[config.mk]
export PLATFORM = sky130hd
export DESIGN_NAME = cmc_ctrl
export DESIGN_NICKNAME = d
export VERILOG_FILES = /design/src/rtl/cmc_pkg.sv /design/src/rtl/cmc_ctrl.sv
export SDC_FILE = /design/constraint.sdc
export NUM_CORES = 1
export LEC_CHECK = 0
export BUFFER_PORTS_ARGS = -buffer_cell sky130_fd_sc_hd__buf_2
export CAP_MARGIN = 20
export CORE_AREA = 2 2 39 41
export CTS_CLUSTER_DIAMETER = 60
export CTS_CLUSTER_SIZE = 24
export DETAILED_ROUTE_END_ITERATION = 12
export DIE_AREA = 0 0 41 43
export MAX_ROUTING_LAYER = met4
export PLACE_DENSITY_LB_ADDON = 0.2
export RECOVER_POWER = 100
export SLEW_MARGIN = 20
export SYNTH_ARGS = -nofsm -noshare
export SYNTH_HDL_FRONTEND = slang
export SYNTH_SLANG_ARGS = --single-unit
[constraint.sdc]
create_clock -name clock -period 2.27 [get_ports clock]
set_input_delay 0.3405 -clock clock [delete_from_list [all_inputs] [get_ports clock]]
set_output_delay 0.3405 -clock clock [all_outputs]
set_load 0.02 [all_outputs]
[src/rtl/cmc_pkg.sv]
`default_nettype none
package cmc_pkg;
   localparam int COST_BITS = 26;
   localparam int START_BITS = 5;
   localparam int IN_WEIGHT_BITS = 16;

   typedef struct packed {
      logic [IN_WEIGHT_BITS-1:0] pile_weight;
      logic                      is_last;
   } req_payload_type;

   typedef struct packed {
      logic [COST_BITS-1:0]  best_cost;
      logic [START_BITS-1:0] best_start;
      logic                  overflow_count;
   } rsp_payload_type;

   // Commands from the controller to the datapath.
   typedef struct packed {
      logic load;        // Store one pile.
      logic clear;       // Restart the ring.
      logic sum_step;    // One range-sum entry.
      logic base_step;   // One zero-length cost entry.
      logic dp_step;     // One phase of a split candidate.
      logic pick_step;   // One phase of a start candidate.
      logic take_result; // Latch the result.
   } cmc_cmd_type;

   // Status from the datapath to the controller.
   typedef struct packed {
      logic sum_done;
      logic base_done;
      logic dp_done;
      logic pick_done;
      logic single;
   } cmc_status_type;
endpackage
`default_nettype wire

[src/rtl/cmc_ctrl.sv]
`default_nettype none
module cmc_ctrl (
   input  wire logic                     clock,
   input  wire logic                     reset,
   input  wire logic                     req_fire,
   input  wire logic                     req_last,
   input  wire logic                     rsp_fire,
   input  wire cmc_pkg::cmc_status_type  status,
   output cmc_pkg::cmc_cmd_type          cmd,
   output logic                          req_ready,
   output logic                          rsp_valid
);
   import cmc_pkg::*;

   typedef enum logic [6:0] {
      S_LOAD = 7'b0000001, S_SUM = 7'b0000010, S_BASE = 7'b0000100,
      S_DP = 7'b0001000, S_PICK = 7'b0010000, S_TAKE = 7'b0100000,
      S_OUT = 7'b1000000
   } state_type;

   state_type state_ff, state_in;

   always_comb begin
      state_in = state_ff;
      cmd = '0;
      cmd.load = (state_ff == S_LOAD) && req_fire;
      unique case (state_ff)
         S_LOAD: if (req_fire && req_last) state_in = S_SUM;
         S_SUM: begin
            if (status.single) state_in = S_TAKE;
            else begin
               cmd.sum_step = 1'b1;
               if (status.sum_done) state_in = S_BASE;
            end
         end
         S_BASE: begin
            cmd.base_step = 1'b1;
            if (status.base_done) state_in = S_DP;
         end
         S_DP: begin
            cmd.dp_step = 1'b1;
            if (status.dp_done) state_in = S_PICK;
         end
         S_PICK: begin
            cmd.pick_step = 1'b1;
            if (status.pick_done) state_in = S_TAKE;
         end
         S_TAKE: begin
            cmd.take_result = 1'b1;
            state_in = S_OUT;
         end
         S_OUT: if (rsp_fire) begin
            cmd.clear = 1'b1;
            state_in = S_LOAD;
         end
         default: state_in = S_LOAD;
      endcase
   end

   always_ff @(posedge clock) begin
      if (reset) state_ff <= S_LOAD;
      else state_ff <= state_in;
   end

   assign req_ready = (state_ff == S_LOAD);
   assign rsp_valid = (state_ff == S_OUT);

`ifndef ASSERT_OFF
   a_no_dual: assert property (@(posedge clock) disable iff (reset)
      !(req_ready && rsp_valid)) else $error("ready and valid together");
   a_out_hold: assert property (@(posedge clock) disable iff (reset)
      rsp_valid && !rsp_fire |=> rsp_valid) else $error("result dropped");
   a_take: assert property (@(posedge clock) disable iff (reset)
      cmd.take_result |=> rsp_valid) else $error("result not shown");
   a_dp_done: assert property (@(posedge clock) disable iff (reset)
      status.dp_done |-> cmd.dp_step) else $error("stray step");
`endif
endmodule
`default_nettype wire

==> results.py <==
metrics = {
    "grt": {
        "grt_max_degree": 11,
        "grt_pass1_wl_um": 2390,
        "use_met3_pct": 3.14,
        "grt.overflow.total": 0,
        "met1_usage_pct": 28.0,
        "busiest_layer": "met1",
        "antenna_found_initial": 0,
        "gr-usage-all-layers_pct": 20.7,
        "grt_pass1_vias": 519,
        "use_met2_pct": 27.8,
    },
    "run_status": {
        "status": "completed",
    },
    "min_path": {
        "hold_class": "in2reg",
        "min_from": "reset",
    },
    "die": {
        "design.core.area_um2": 1380,
        "initial_utilization_pct": 39.4,
        "rows": 14,
        "dieArea_um2": 1760,
        "boundaryPins": 19,
        "chipHeight_um": 43,
        "die_w_um": 41,
    },
    "placement": {
        "post-dp-hpwl_um": 1140,
        "gp_congestion": 0.889,
        "io_buffers": 18,
    },
    "pwr": {
        "irDropWorstVdd_v": 0.000420,
        "power.density_nw_per_um2": 1040,
        "p_leak_nw": 0.265,
    },
    "synthesis": {
        "ys_types": 36,
        "ys_seq_area_share_pct": 25.7,
        "synth_fp_nets": 77,
        "synth-compound-area-share_pct": 26.1,
        "synth-simple-area-share_pct": 39.9,
        "netlist_area_um2": 546,
        "synth_top_family_by_area": "simple AND/OR/NAND/NOR gates",
        "async_flop_share_pct": 0,
        "ys_warn_count": 0,
        "synthFlopType": "dfxtp_1",
        "synthCells": 67,
        "avgSynthCellArea_um2": 8.14,
        "synth_mux_area_share_pct": 0,
        "synth_seq_cells": 7,
        "synth_edf_count": 0,
        "synthAdderAreaFrac_pct": 1.83,
        "synth-xor-area-share_pct": 0,
    },
    "timing": {
        "skew_ps": 0.496,
        "grt_setup_unrepaired": "no",
        "maxSlewViolCount": 0,
        "hold_ws_ps": 366,
        "fin_crit_ps": 2200,
        "fmax_mhz": 455,
        "tightest_slew_ps": 506,
        "tns_ps": 0,
        "finalSetupViolations": 0,
        "final.period_utilization_pct": 96.9,
        "relSlewSlack_pct": 66.0,
        "hold_viol_final": 0,
    },
    "clock_network": {
        "cts_sinks": 7,
        "cts_setup_buffers": 0,
        "insertion_delay_ps": 250,
        "htreeDepth": 1,
        "cts_tree": "done",
        "path_clk_slew_ps": 50,
        "cts.path.max_buffers": 2,
        "cts_buffers": 3,
        "root_buffer": "clkbuf_4",
    },
    "finish": {
        "final_cell_mix": "buf_2 (10), nor2_1 (9), dfxtp_1 (7)",
        "fillCellCount": 146,
        "layout-drive-gt1-share_pct": 34.1,
        "nets": 99,
        "largest_reg_flops": 7,
        "final_common_cell": "buf_2",
        "diodes": 0,
        "reg_top3": "state_ff: 7 flops",
        "area_growth_pct": 29.6,
        "largest-register": "state_ff",
    },
    "setup_path": {
        "rr_startpoint": "state_ff[2]",
        "slowest_stage": "or4_4",
        "cp-end-kind": "output port",
        "critical_path_class": "reg2out",
        "crit_family": "simple AND/OR/NAND/NOR gates",
        "crit_start": "state_ff[0]",
        "startpoint_type": "flop",
        "path_buf_inv": 1,
        "critical_path_arrival_ps": 1860,
        "critPathRequiredTime_ps": 1930,
        "path_max_fanout": 7,
        "critPathMaxStageDelay_ps": 570,
        "path_cells": "or4_4 > nor4_1 > clkbuf_2",
    },
    "run": {
        "maxCapViolations": 0,
    },
    "detailed_routing": {
        "wl_per_cell_um": 14.3,
        "drcViolationCount": 0,
        "via_per_inst": 6.13,
        "vias": 637,
        "drtPass1Iterations": 6,
        "ant_nets": 0,
        "drtIter0Drc": 33,
        "wl_um": 1480,
    },
}
[power by group]
group          internal, mW  switching, mW
Combinational         0.188          0.256
Sequential            0.146         0.0320
Clock                0.0669         0.0430
[path summary, 6_finish.rpt]
check | to | slack, ps | depth (start not counted)
min | state_ff[4] | 370 | 2
max reg2reg | state_ff[3] | 190 | 5
min reg2reg | state_ff[4] | 620 | 2
max | cmd[3] | 70 | 3
[metal layers]
metal	routed length, um	vias to the layer above	share of wire [%]
met5	0	-	0
met4	35	0	2.4
met3	142	6	9.6
met2	709	41	48
met1	597	287	40
li1	-	303	-
[worst register-to-register path: cells and delay by family, from the launching register on]
| kind | cells | cell delay [ps] |
|---|---|---|
| flops | 1 | 390 |
| simple gates | 2 | 670 |
| compound gates | 3 | 900 |
[layout make-up]
| class | instances | area [um^2] | area share [%] |
|---|---|---|---|
| flip-flops and latches | 7 | 140 | 19.8 |
| multi-input cells | 53 | 402 | 56.8 |
| repair buffers | 21 | 108 | 15.2 |
| clock buffers | 4 | 26.3 | 3.72 |
| well taps | 16 | 20.0 | 2.83 |
| inverters | 3 | 11.3 | 1.59 |
[kinds of logic after synthesis]
kind of cell | after synthesis
adder cells (fa/ha/maj) | 1
flip-flops | 7
AO/OA/AOI/OAI | 16
AND/OR/NAND/NOR | 36
buffers and inverters | 7
[per-stage QoR]
| stage | instance area, um^2 | total power [mW] | setup WS, ps | std cells | utilization (%) |
|---|---|---|---|---|---|
| 6_report | 707 | 0.732 | 71.4 | 104 | 51.1 |
| 5_1_grt | 707 | 0.805 | 15.1 | 104 | 51.1 |
| 3_5_place_dp | 661 | 0.591 | 254 | 100 | 47.7 |
| 2_1_floorplan | 552 | 0.508 | 20.5 | 67 | - |
| 3_3_place_gp | 661 | 0.594 | 250 | 100 | 47.7 |
| 4_1_cts | 692 | 0.711 | 49.7 | 104 | 50.0 |
[Yosys cell counts (2+ instances only)]
cell / number / area share [%]
inv_1: 3 / 2.1
nor3_1: 4 / 3.7
and2_1: 2 / 2.3
nor2_1: 8 / 5.5
dfxtp_1: 7 / 26
nand2b_1: 4 / 4.6
nand2_1: 2 / 1.4
o21ai_0: 2 / 1.8
nor4_1: 3 / 3.4
nor4b_1: 2 / 3.2
or3_1: 2 / 2.3
a21oi_1: 4 / 3.7
[repair_timing]
item,4_1_cts,5_1_grt
hold buffers,0,0
resized for setup,1,4
setup endpoints to repair,1,4
(Power assumes the default switching activity.)
